`src/rtl/core/tpg_pkg.sv`:
```
// ----------------------------------------------------------------------------
// tpg_pkg: shared types and constants for the term pattern grounding matcher
// Word layouts of the term-pair input and the match result, plus the
// per-term update bundle passed from the evaluator to the top level.
// ----------------------------------------------------------------------------
package tpg_pkg;

    localparam int ID_BITS      = 16;
    localparam int MAX_VARS_DEF = 16;

    typedef struct packed {
        logic               first_term;
        logic [ID_BITS-1:0] pattern_pred_id;
        logic [ID_BITS-1:0] ground_pred_id;
        logic               term_is_variable;
        logic [ID_BITS-1:0] pattern_term_id;
        logic [ID_BITS-1:0] ground_term_id;
        logic               last_term;
    } tpg_in_t;

    typedef struct packed {
        logic can_ground;
        logic bad_variable;
    } tpg_out_t;

    // Outcome of checking one term pair
    typedef struct packed {
        logic bind_we;   // first sighting of a legal variable: record binding
        logic mismatch;  // predicate, constant or binding disagreement
        logic bad_var;   // variable number zero or out of range
    } tpg_upd_t;

endpackage

```
`src/rtl/core/tpg_bind_store.sv`:
```
// ----------------------------------------------------------------------------
// tpg_bind_store: variable binding storage
// Binding values in a memory with a registered read issued when a word is
// accepted; valid bits in flops, cleared at the start of each predicate.
// A write landing on the same edge as the read is forwarded.
// ----------------------------------------------------------------------------
module tpg_bind_store
    import tpg_pkg::*;
#(
    parameter int MAX_VARS = MAX_VARS_DEF
) (
    input  logic                        aclk,
    input  logic                        aresetn,
    input  logic                        rd_en,
    input  logic [$clog2(MAX_VARS)-1:0] rd_addr,
    output logic [ID_BITS-1:0]          rd_data,
    input  logic [$clog2(MAX_VARS)-1:0] cur_addr,
    output logic                        cur_valid,
    input  logic                        clr,
    input  logic                        wr_en,
    input  logic [ID_BITS-1:0]          wr_data
);

    logic [ID_BITS-1:0]  mem [MAX_VARS];
    logic [ID_BITS-1:0]  rd_data_reg;
    logic [ID_BITS-1:0]  fwd_data_reg;
    logic                fwd_hit_reg;
    logic [MAX_VARS-1:0] valid_reg;
    logic [MAX_VARS-1:0] valid_next;

    always_ff @(posedge aclk) begin
        if (wr_en) begin
            mem[cur_addr] <= wr_data;
        end
    end

    always_ff @(posedge aclk) begin
        if (rd_en) begin
            rd_data_reg  <= mem[rd_addr];
            fwd_data_reg <= wr_data;
        end
    end

    // the memory read misses a write on the same edge; remember it
    always_ff @(posedge aclk) begin
        if (!aresetn) begin
            fwd_hit_reg <= 1'b0;
        end else if (rd_en) begin
            fwd_hit_reg <= wr_en && (cur_addr == rd_addr);
        end
    end

    assign rd_data = fwd_hit_reg ? fwd_data_reg : rd_data_reg;

    always_comb begin
        valid_next = clr ? '0 : valid_reg;
        if (wr_en) begin
            valid_next[cur_addr] = 1'b1;
        end
    end

    always_ff @(posedge aclk) begin
        if (!aresetn) begin
            valid_reg <= '0;
        end else begin
            valid_reg <= valid_next;
        end
    end

    assign cur_valid = valid_reg[cur_addr];

endmodule

```
`src/rtl/core/tpg_term_eval.sv`:
```
// ----------------------------------------------------------------------------
// tpg_term_eval: term pair checker
// Compares predicate ids, constants and existing bindings for one term pair
// and flags out-of-range variable numbers.
// ----------------------------------------------------------------------------
module tpg_term_eval
    import tpg_pkg::*;
#(
    parameter int MAX_VARS = MAX_VARS_DEF
) (
    input  tpg_in_t            item,
    input  logic               bound_valid,
    input  logic [ID_BITS-1:0] bound_value,
    output tpg_upd_t           upd
);

    localparam int CMP_BITS = ID_BITS + $clog2(MAX_VARS) + 1;

    logic out_of_range;
    logic bound_eff;
    logic pred_diff;
    logic const_diff;
    logic bind_diff;

    assign out_of_range = (item.pattern_term_id == '0) ||
                          (CMP_BITS'(item.pattern_term_id) >= CMP_BITS'(MAX_VARS));

    // a first-term word sees all bindings as cleared
    assign bound_eff  = bound_valid && !item.first_term;
    assign pred_diff  = item.pattern_pred_id != item.ground_pred_id;
    assign const_diff = !item.term_is_variable &&
                        (item.pattern_term_id != item.ground_term_id);
    assign bind_diff  = item.term_is_variable && !out_of_range && bound_eff &&
                        (bound_value != item.ground_term_id);

    assign upd.bind_we  = item.term_is_variable && !out_of_range && !bound_eff;
    assign upd.mismatch = pred_diff || const_diff || bind_diff;
    assign upd.bad_var  = item.term_is_variable && out_of_range;

endmodule

```
`src/rtl/core/term_pattern_grounding_matcher_unit.sv`:
```
// ----------------------------------------------------------------------------
// term_pattern_grounding_matcher_unit: pattern vs ground predicate matcher
// A last-term word is accepted into the input register; its result word then
// reaches m_data through the result register once that slot is free.
// Throughput: one term-pair word per cycle, set by the single binding memory
// read per word and one write per word; stalls only when m_ready holds off.
// Reset (aresetn low, synchronous) empties both registers and clears the
// binding valid bits and the mismatch/error flags; binding values are kept.
// ----------------------------------------------------------------------------
module term_pattern_grounding_matcher_unit
    import tpg_pkg::*;
#(
    parameter int MAX_VARS = MAX_VARS_DEF
) (
    input  logic     aclk,
    input  logic     aresetn,
    input  logic     s_valid,
    output logic     s_ready,
    input  tpg_in_t  s_data,
    output logic     m_valid,
    input  logic     m_ready,
    output tpg_out_t m_data
);

    localparam int VAR_BITS = $clog2(MAX_VARS);

    logic                in_vld_reg;
    tpg_in_t             in_reg;
    logic                out_vld_reg;
    tpg_out_t            out_reg;
    logic                mis_reg;
    logic                err_reg;
    logic                mis_next;
    logic                err_next;
    logic                advance;
    logic                accept;
    logic [VAR_BITS-1:0] cur_addr;
    logic                bound_valid;
    logic [ID_BITS-1:0]  bound_value;
    tpg_upd_t            upd;

    // a last-term word moves only when the result slot frees up
    assign advance  = in_vld_reg && (!in_reg.last_term || !out_vld_reg || m_ready);
    assign s_ready  = !in_vld_reg || advance;
    assign accept   = s_valid && s_ready;
    assign cur_addr = VAR_BITS'(in_reg.pattern_term_id);

    tpg_bind_store #(
        .MAX_VARS (MAX_VARS)
    ) u_store (
        .aclk      (aclk),
        .aresetn   (aresetn),
        .rd_en     (accept),
        .rd_addr   (VAR_BITS'(s_data.pattern_term_id)),
        .rd_data   (bound_value),
        .cur_addr  (cur_addr),
        .cur_valid (bound_valid),
        .clr       (advance && in_reg.first_term),
        .wr_en     (advance && upd.bind_we),
        .wr_data   (in_reg.ground_term_id)
    );

    tpg_term_eval #(
        .MAX_VARS (MAX_VARS)
    ) u_eval (
        .item        (in_reg),
        .bound_valid (bound_valid),
        .bound_value (bound_value),
        .upd         (upd)
    );

    assign mis_next = (mis_reg && !in_reg.first_term) || upd.mismatch;
    assign err_next = (err_reg && !in_reg.first_term) || upd.bad_var;

    always_ff @(posedge aclk) begin
        if (accept) begin
            in_reg <= s_data;
        end
    end

    always_ff @(posedge aclk) begin
        if (!aresetn) begin
            in_vld_reg <= 1'b0;
            mis_reg    <= 1'b0;
            err_reg    <= 1'b0;
        end else begin
            if (accept) begin
                in_vld_reg <= 1'b1;
            end else if (advance) begin
                in_vld_reg <= 1'b0;
            end
            if (advance) begin
                mis_reg <= mis_next;
                err_reg <= err_next;
            end
        end
    end

    always_ff @(posedge aclk) begin
        if (!aresetn) begin
            out_vld_reg <= 1'b0;
        end else if (advance && in_reg.last_term) begin
            out_vld_reg <= 1'b1;
        end else if (m_ready) begin
            out_vld_reg <= 1'b0;
        end
    end

    always_ff @(posedge aclk) begin
        if (advance && in_reg.last_term) begin
            out_reg.can_ground   <= !mis_next && !err_next;
            out_reg.bad_variable <= err_next;
        end
    end

    assign m_valid = out_vld_reg;
    assign m_data  = out_reg;

    // a held word that is not last never stalls
    a_mid_term_flows: assert property (@(posedge aclk) disable iff (!aresetn)
        (in_vld_reg && !in_reg.last_term) |-> advance)
        else $error("non-last term word stalled");

    // every last-term word that moves produces a result word
    a_last_gives_result: assert property (@(posedge aclk) disable iff (!aresetn)
        (advance && in_reg.last_term) |=> m_valid)
        else $error("last term did not produce a result");

    // a match is never reported together with a bad variable
    a_match_excludes_err: assert property (@(posedge aclk) disable iff (!aresetn)
        (m_valid && m_data.can_ground) |-> !m_data.bad_variable)
        else $error("match reported with bad variable");

    // input side always free when the input register is empty
    a_empty_ready: assert property (@(posedge aclk) disable iff (!aresetn)
        !in_vld_reg |-> s_ready)
        else $error("input not ready while empty");

endmodule

```
`config.mk`:
```
export PLATFORM = sky130hd
export DESIGN_NAME = term_pattern_grounding_matcher_unit
export DESIGN_NICKNAME = d
export VERILOG_FILES = /design/src/rtl/core/tpg_pkg.sv /design/src/rtl/core/tpg_bind_store.sv /design/src/rtl/core/tpg_term_eval.sv /design/src/rtl/core/term_pattern_grounding_matcher_unit.sv
export SDC_FILE = /design/constraint.sdc
export NUM_CORES = 1
export LEC_CHECK = 0
export BUFFER_PORTS_ARGS = -buffer_cell sky130_fd_sc_hd__clkbuf_2
export CAP_MARGIN = 25
export CORE_AREA = 8 8 189 191
export CTS_CLUSTER_SIZE = 20
export DETAILED_ROUTE_END_ITERATION = 12
export DIE_AREA = 0 0 197 199
export HOLD_SLACK_MARGIN = 0.1
export PLACE_DENSITY_LB_ADDON = 0.1
export SYNTH_ARGS = -nofsm -noshare
export SYNTH_HDL_FRONTEND = slang
export SYNTH_SLANG_ARGS = --single-unit
export TNS_END_PERCENT = 5
```
`constraint.sdc`:
```
create_clock -name aclk -period 10.3 [get_ports aclk]
set_input_delay 1.03 -clock aclk [delete_from_list [all_inputs] [get_ports aclk]]
set_output_delay 1.03 -clock aclk [all_outputs]
set_load 0.01 [all_outputs]
```
==> Word level (Yosys, flattened, before mapping) <==
Memory sizes are Yosys's and may differ from the RTL's. A register that Yosys moved wholly into a read port is not among the register bits.
Cells that the tools add are included.
{ "classes": {"n_eq_ne": 4, "mux": 13, "bitwise_logic": 1, "reduce_logical": 37, "n_lt_le_gt_ge": 3} }
{ "op_table": {"columns": ["operator", "n"], "rows": [
  ["$mux W16", 3],
  ["$ne A16 B16 Y1", 3],
  ["$logic_and A1 B1 Y1", 17],
  ["$ge A16 B5 Y1 const B", 1],
  ["$logic_not A16 Y1", 1],
  ["$or A16 B16 Y16", 1],
  ["$logic_not A1 Y1", 9],
  ["$logic_or A1 B1 Y1", 8],
  ["$mux W1", 8],
  ["$lt A4 B5 Y1 const B", 1],
  ["$bmux W1 S4", 1],
  ["$demux W1 S4", 1],
  ["$eq A4 B4 Y1", 1],
  ["$ge A4 B1 Y1 const B", 1],
  ["$reduce_bool A2 Y1", 2]
]} }
{ "word_totals": {"ramBits": 256, "output_inout_bits": 4, "ff_bits": 106, "wordCells": 75, "in_bits": 71, "memories": 1} }
{ "mem_list": {"columns": ["memory", "depth", "width", "rd", "rd_clocked_by_memory_dff", "wr", "line", "source"], "rows": [
  ["u_store.mem", 16, 16, 1, 1, 1, "tpg_bind_store.sv:24", "logic [ID_BITS-1:0] mem [MAX_VARS];"]
]} }

==> Logic depth before layout (Yosys ltp) <==
Gate-level depths: netlist of the first run.
{ "logic_depth": {"depth_word": 10, "depth_mapped": 8, "mapped_depth_nobuf": 6} }

==> By module <==
From an unflattened synthesis of the first run, not the netlist that was laid out.
{ "hier_totals": {"hier_cells": 706, "area_unflattened_um2": 14602.8} }
{ "modules_own_cells": {"columns": ["mod", "cells_per_inst", "area_each_um2", "instances"], "rows": [
  ["tpg_bind_store", 537, 11718.7, 1],
  ["term_pattern_grounding_matcher_unit", 93, 2297.2, 1],
  ["tpg_term_eval", 76, 586.8, 1]
]} }

==> Least setup slack after synthesis of the first run <==
OpenSTA, ideal clock, no wires.
{ "synth_path": {"kind": "input port to flip-flop", "startpoint": "input port m_ready", "endpoint": "register u_store.fwd_hit_reg", "required_time_ns": 10.167, "setup_slack_ns": 3.567, "arrival_ns": 6.600, "cell_stages": 4, "path_cell_list": "nor2b_1 -> a31oi_1 -> nand2b_1 -> a21oi_1"} }
{ "synth_via": {"elab_chain_len": 4} }
{ "synth_lines": {"columns": ["element", "line", "source"], "rows": [
  ["start, declared", "term_pattern_grounding_matcher_unit.sv:21", "input logic m_ready,"],
  ["$logic_or A1 B1 Y1", "term_pattern_grounding_matcher_unit.sv:43", "assign advance = in_vld_reg && (!in_reg.last_term || !out_vld_reg || m_ready);"],
  ["$logic_and A1 B1 Y1", "term_pattern_grounding_matcher_unit.sv:43", null],
  ["$logic_or A1 B1 Y1", "term_pattern_grounding_matcher_unit.sv:44", "assign s_ready = !in_vld_reg || advance;"],
  ["$logic_and A1 B1 Y1", "term_pattern_grounding_matcher_unit.sv:45", "assign accept = s_valid && s_ready;"],
  ["net accept", "term_pattern_grounding_matcher_unit.sv:36", "logic accept;"],
  ["end signal, assigned", "tpg_bind_store.sv:49", "fwd_hit_reg <= wr_en && (cur_addr == rd_addr);"],
  ["end, declared", "tpg_bind_store.sv:27", "logic fwd_hit_reg;"]
]} }
The timed path passes the listed nets, and every way through them passes these cells.
A chain may end at the register's enable or synchronous reset.

==> Worst setup path in the final report of the first run <==
{ "layout_path": {"startpoint": "register in_reg (netlist bit cur_addr[1])", "endpoint": "memory u_store.mem[8][14], enable pin"} }
{ "layout_via": {"elab_chain_len": 8} }
{ "layout_lines": {"columns": ["element", "line", "source"], "rows": [
  ["start, declared", "term_pattern_grounding_matcher_unit.sv:28", "tpg_in_t in_reg;"],
  ["start signal, assigned", "term_pattern_grounding_matcher_unit.sv:77", "in_reg <= s_data;"],
  ["$ge A16 B5 Y1 (tied with other cells)", "tpg_term_eval.sv:26", "(CMP_BITS'(item.pattern_term_id) >= CMP_BITS'(MAX_VARS));"],
  ["$logic_or A1 B1 Y1 or $mux W1 (tied branches)", "tpg_term_eval.sv:25, tpg_bind_store.sv:70", null],
  ["$logic_not A1 Y1 or $logic_and A1 B1 Y1 (tied branches)", "tpg_term_eval.sv:36, tpg_term_eval.sv:29", null],
  ["$logic_and A1 B1 Y1 or $logic_not A1 Y1 (tied branches)", "tpg_term_eval.sv:36", "assign upd.bind_we = item.term_is_variable && !out_of_range && !bound_eff;"],
  ["$logic_and A1 B1 Y1", "tpg_term_eval.sv:36", null],
  ["$logic_and A1 B1 Y1", "term_pattern_grounding_matcher_unit.sv:59", ".wr_en (advance && upd.bind_we),"],
  ["$mux W1", "tpg_bind_store.sv:32", "if (wr_en) begin"],
  ["$mux W1 (implied by the code)", "tpg_bind_store.sv:33", "mem[cur_addr] <= wr_data;"],
  ["end, declared", "tpg_bind_store.sv:24", null]
]} }
Several ways; a longest one is shown, not always the timed one. The select of a mux whose other input is x is not followed.

==> flow_summary.yaml, run 1 <==
run_status:
  outcome: "completed"
finish:
  postLayoutCellArea_um2: 16900
  syn2layout_area_growth_pct: 16.6
  fillers: 2702
  largest_reg_flops: 256
  fin_cells: 1289
  drive_gt1_share_pct: 31.0
  nets: 883
  n_antenna_cell: 0
die:
  die_y_um: 199
  die_w_um: 197
  die_area_um2: 39200
  core_um2: 32900
  rows: 67
  io_pins: 75
  start_util_pct: 44.1
global_routing:
  antenna_found_initial: 0
  grt_max_degree: 67
  grt_pass1_vias: 7284
  overflow: 0
  grt_pass1_wl_mm: 46.8
  grt_use_total_pct: 16.4
timing:
  rsz0062_at_grt: "no"
  fin_crit_sh_pct: 33.0
  worst_pin_slew_ns: 1.00
  fin_worst_skew_ns: 0.0154
  finalSetupViolations: 0
  timing.fmax_mhz: 294
  tns_ns: 0
  fin_crit_ns: 3.40
  relSlewSlack_pct: 33.1
  fin_ws_ns: 6.90
  slew_viol_final: 0
  hold_viol: 0
  whs_ns: 0.455
placement:
  place_inst: 1217
  port_buffers: 74
  gp_congestion: 0.794
  pre_cts_ws_ns: 6.62
  hpwl_mm: 18.7
  postPlaceCellArea_um2: 15600
synthesis:
  synth.distinct_cells: 46
  synth_area_leaders: "edfxtp_1, mux4_2, dfxtp_1, xnor2_1, mux2i_1"
  synth_edf_count: 357
  synth-async-reset-ratio_pct: 0
  yosysTopAreaCell: "edfxtp_1"
  yosysMostFrequentCell: "edfxtp_1"
  syn_avg_cell_area_um2: 21.1
  synth_top_area_share_pct: 74.0
  synth-seq-cells: 378
  synthTopCellsByCount: "edfxtp_1, mux4_2, xnor2_1"
  syn_inst: 687
  yosysSeqAreaShare_pct: 76.9
  yosys_warnings: 0
  synth_ff_type: "edfxtp_1"
  syn_area_um2: 14500
worst_setup_path:
  crit_type: "reg -> reg"
  worst_setup_path_end_kind: "flip-flop"
  cp.arrival_ns: 3.63
  worst-path-max-fanout: 18
  cp.required_ns: 10.53
  critPathLaunchType: "flip-flop"
clocking:
  hold_buffers: 0
  htree_levels: 2
  cts_tree: "built"
  root_buffer: "clkbuf_16"
  cts_max_path_buffers: 3
  post-cts-setup-buffers: 0
  clk_pin_slew_ns: 0.06
  postCtsResizedCells: 0
  cts_buffers: 40
  clock-sinks: 378
  insertion_delay_ns: 0.53
route:
  viasPerCell: 5.32
  num_vias: 6853
  wl_mm: 31.8
  avgRoutedWirePerCell_um: 24.7
  drt_iter0_markers: 448
  ant_nets: 0
  first_pass_iters: 5
  drc_errors: 0
flow_run:
  maxCapViolations: 0
power:
  powerDensity_nw_per_um2: 196
  p_leak_nw: 5.51
  peakVddDrop_mv: 0.138
hold_path:
  hold_path.class: "reg -> reg"
==> logic make-up (layout without fill, tap and decap cells) <==
logic type | Yosys count | after routing | share of synthesized area, %
AO/OA/AOI/OAI | 36 | 36 | 1.56
XOR/XNOR | 52 | 52 | 3.14
buffers and inverters | 32 | 171 | 0.994
flip-flops | 378 | 378 | 76.9
multiplexers | 104 | 104 | 14.1
other | 1 | 16 | 0.0259
AND/OR/NAND/NOR | 84 | 84 | 3.23
==> worst paths after layout <==
check / startpoint / end / slack [ns] / cells after the start
max: cur_addr[1] / u_store.mem[8][14] / 6.90 / 6
min reg2reg: u_store.valid_reg[12] / u_store.valid_reg[12] / 0.45 / 2
min: u_store.valid_reg[12] / u_store.valid_reg[12] / 0.45 / 2
max reg2reg: cur_addr[1] / u_store.mem[8][14] / 6.90 / 6
==> placed cells by master (no fill, tap or decap), types with 9 or more instances in the layout <==
master     instances
xnor2_1           32
nor4_1            12
dfxtp_1           21
clkinv_1          11
edfxtp_1         357
xor2_1            20
nand2_1           21
clkbuf_16         42
nor2_2             9
mux2i_1           22
buf_4             21
mux4_2            80
clkbuf_2          73
o21ai_0           11
conb_1            16
==> metrics by stage <==
step / utilization [%] / total power, W
3_5_place_dp: 47.4 / 0.00191
6_report: 51.4 / 0.00331
5_1_grt: 51.4 / 0.00341
3_3_place_gp: 47.4 / 0.00190
2_1_floorplan: - / 0.00186
4_1_cts: 51.4 / 0.00335
==> report_power, final <==
part           total (W)  switching (W)  internal (W)  leakage, nW
combinational   0.000126      0.0000620     0.0000640         1.41
sequential       0.00175      0.0000321       0.00172         3.47
clock            0.00144       0.000572      0.000867        0.633
==> layer usage <==
layer | share of wire, % | global-route usage [%]
met2 | 53 | 28.8
met1 | 40 | 20.4
met4 | 2.3 | 5.32
met5 | 0 | 0
met3 | 4.9 | 2.81
==> cell type report <==
cell class	count	area [um^2]	area share, %
sequential	378	11100	66.0
multi-input combinational	292	3320	19.7
clock buffer	49	1080	6.38
tap	448	561	3.32
timing repair buffer	94	523	3.10
clock inverter	22	238	1.41
inverter	6	22.5	0.133
==> worst max-delay path, stage by stage (launching register included) <==
cell and delay [ns]:
edfxtp_1 0.92, mux2_2 0.42, o211ai_1 0.24, and4bb_2 0.34
nand3b_4 0.18, nor3_2 0.64, buf_4 0.34
Power figures use the tool's default switching activity.
==> run 2: changes to the inputs <==
- clock period: 10.3 -> 3.5 ns (I/O delays scaled with it)
==> run 2 against run 1 <==
Against the previous run:
- combinational power rose to 4.2 times the previous value
- register-to-register slack worse by 6.2 ns
- worst setup slack worse by 6.2 ns
- flip-flop and latch count stayed put
- largest cell class unchanged
- largest power group unchanged
==> flow_summary.yaml, run 2 (synthesized netlist as in run 1, its figures left out) <==
global_routing:
  grt_use_total_pct: 17.9
  grt_pass1_wl_mm: 50.7
  grt_max_degree: 50
  grt_pass1_vias: 7554
  antenna_found_initial: 4
  overflow: 0
route:
  avgRoutedWirePerCell_um: 25.2
  wl_mm: 34.6
  drt-met1-wl_mm: 15.4
  viasPerCell: 5.33
  highest_layer: "met4"
  num_vias: 7327
  first_pass_iters: 4
  met3_length_mm: 2.10
  drt_iter0_markers: 566
  ant_nets: 0
  met2_length_mm: 16.5
  drc_errors: 0
worst_setup_path:
  worst_setup_path_end_kind: "flip-flop"
  critPathLaunchType: "flip-flop"
  cp.required_ns: 3.69
  worst-path-max-fanout: 16
  r2r_start: "in_reg[21]"
  cp.arrival_ns: 3.04
  cp-startpoint: "in_reg[21]"
  crit_type: "reg -> reg"
die:
  start_util_pct: 44.1
  die_w_um: 197
  rows: 67
  io_pins: 75
  die_area_um2: 39200
  core_um2: 32900
  die_y_um: 199
finish:
  fin_cells: 1374
  syn2layout_area_growth_pct: 23.2
  nets: 972
  largest_reg_flops: 256
  layout_commonest_cell: "edfxtp_1"
  drive_gt1_share_pct: 31.2
  n_antenna_cell: 0
  final_cell_mix: "edfxtp_1, mux4_2, clkbuf_2"
clocking:
  root_buffer: "clkbuf_16"
  clock-sinks: 378
  cts_tree: "built"
  insertion_delay_ns: 0.51
  cts_buffers: 41
  htree_levels: 2
  cts_max_path_buffers: 3
  clk_pin_slew_ns: 0.06
timing:
  tns_ns: 0
  worst_pin_slew_ns: 0.884
  fin_worst_skew_ns: 0.0103
  finalSetupViolations: 0
  rsz0062_at_grt: "no"
  relSlewSlack_pct: 40.5
  slew_viol_final: 0
  fin_crit_ns: 2.85
  hold_viol: 0
  timing.fmax_mhz: 351
  fin_crit_sh_pct: 81.4
power:
  peakVddDrop_mv: 0.399
  powerDensity_nw_per_um2: 571
  p_leak_nw: 5.97
placement:
  place_inst: 1243
  gp_congestion: 0.814
  port_buffers: 74
  hpwl_mm: 23.9
hold_path:
  hp-start: "s_valid"
  hold_path.class: "in -> reg"
flow_run:
  maxCapViolations: 0
run_status:
  outcome: "completed"
run 2: cell count changes in the layout (fill, tap and decap cells not counted):
| cell | delta |
|---|---|
| nor2_4 | -3 |
| clkinv_8 | -1 |
| clkinvlp_4 | -1 |
| clkbuf_8 | +2 |
| buf_12 | +4 |
| bufinv_16 | +5 |
| clkinv_1 | -6 |
| clkinv_2 | -1 |
| nor2_2 | +3 |
| dlygate4sd3_1 | +63 |
| clkbuf_16 | -1 |
| buf_4 | +21 |
run 2: final timing paths:
path	end	slack (ns)	cells past startpoint
max reg2reg	u_store.mem[8][5]	0.65	6
min reg2reg	u_store.valid_reg[2]	0.46	2
min	in_vld_reg	0.13	3
max	u_store.mem[8][5]	0.65	6
run 2: what timing repair did:
item,4_1_cts,5_1_grt
buffers inserted,0,0
hold buffers,63,0
hold endpoints to repair,63,0
endpoints found under the setup margin,0,0
gates resized for setup,0,0
run 2: cell type report:
cell class                 count  area, um^2
clock inverter                18         337
clock buffer                  50        1080
inverter                       6        22.5
multi-input combinational    292        3310
fill                        2607       15000
sequential                   378       11100
tap                          448         561
timing repair buffer         182        1390
run 2: power breakdown:
group	switching (W)	leakage [nW]	internal [W]	total, W
combinational	0.000269	1.82	0.000257	0.000527
clock	0.00163	0.685	0.00291	0.00454
sequential	0.0000759	3.47	0.00505	0.00512
run 2: worst max-delay path: stages (launching register included):
cell and delay [ns]:
edfxtp_1 0.42, nor4_1 0.78, nand4_2 0.25, and4bb_2 0.43, nand3b_4 0.18, nor3_2 0.16, buf_4 0.29
run 2: stage by stage:
stage | hold slack [ns] | area [um^2] | utilization, % | total power (W) | worst slack (ns)
4_1_cts | 0.109 | 17800 | 54.3 | 0.0103 | 0.650
6_report | 0.134 | 17800 | 54.3 | 0.0102 | 0.651
5_1_grt | 0.122 | 17800 | 54.3 | 0.0105 | 0.515
3_3_place_gp | 0.435 | 15800 | 48.1 | 0.00569 | 0.688
2_1_floorplan | 0.420 | 14600 | - | 0.00546 | 0.340
3_5_place_dp | 0.440 | 15800 | 48.1 | 0.00570 | 0.655
run 2: layer usage:
metal,vias up,GRT usage [%]
li1,3211,-
met1,3835,25.8
met2,240,28.0
met3,41,3.54
met4,0,4.29
met5,-,0
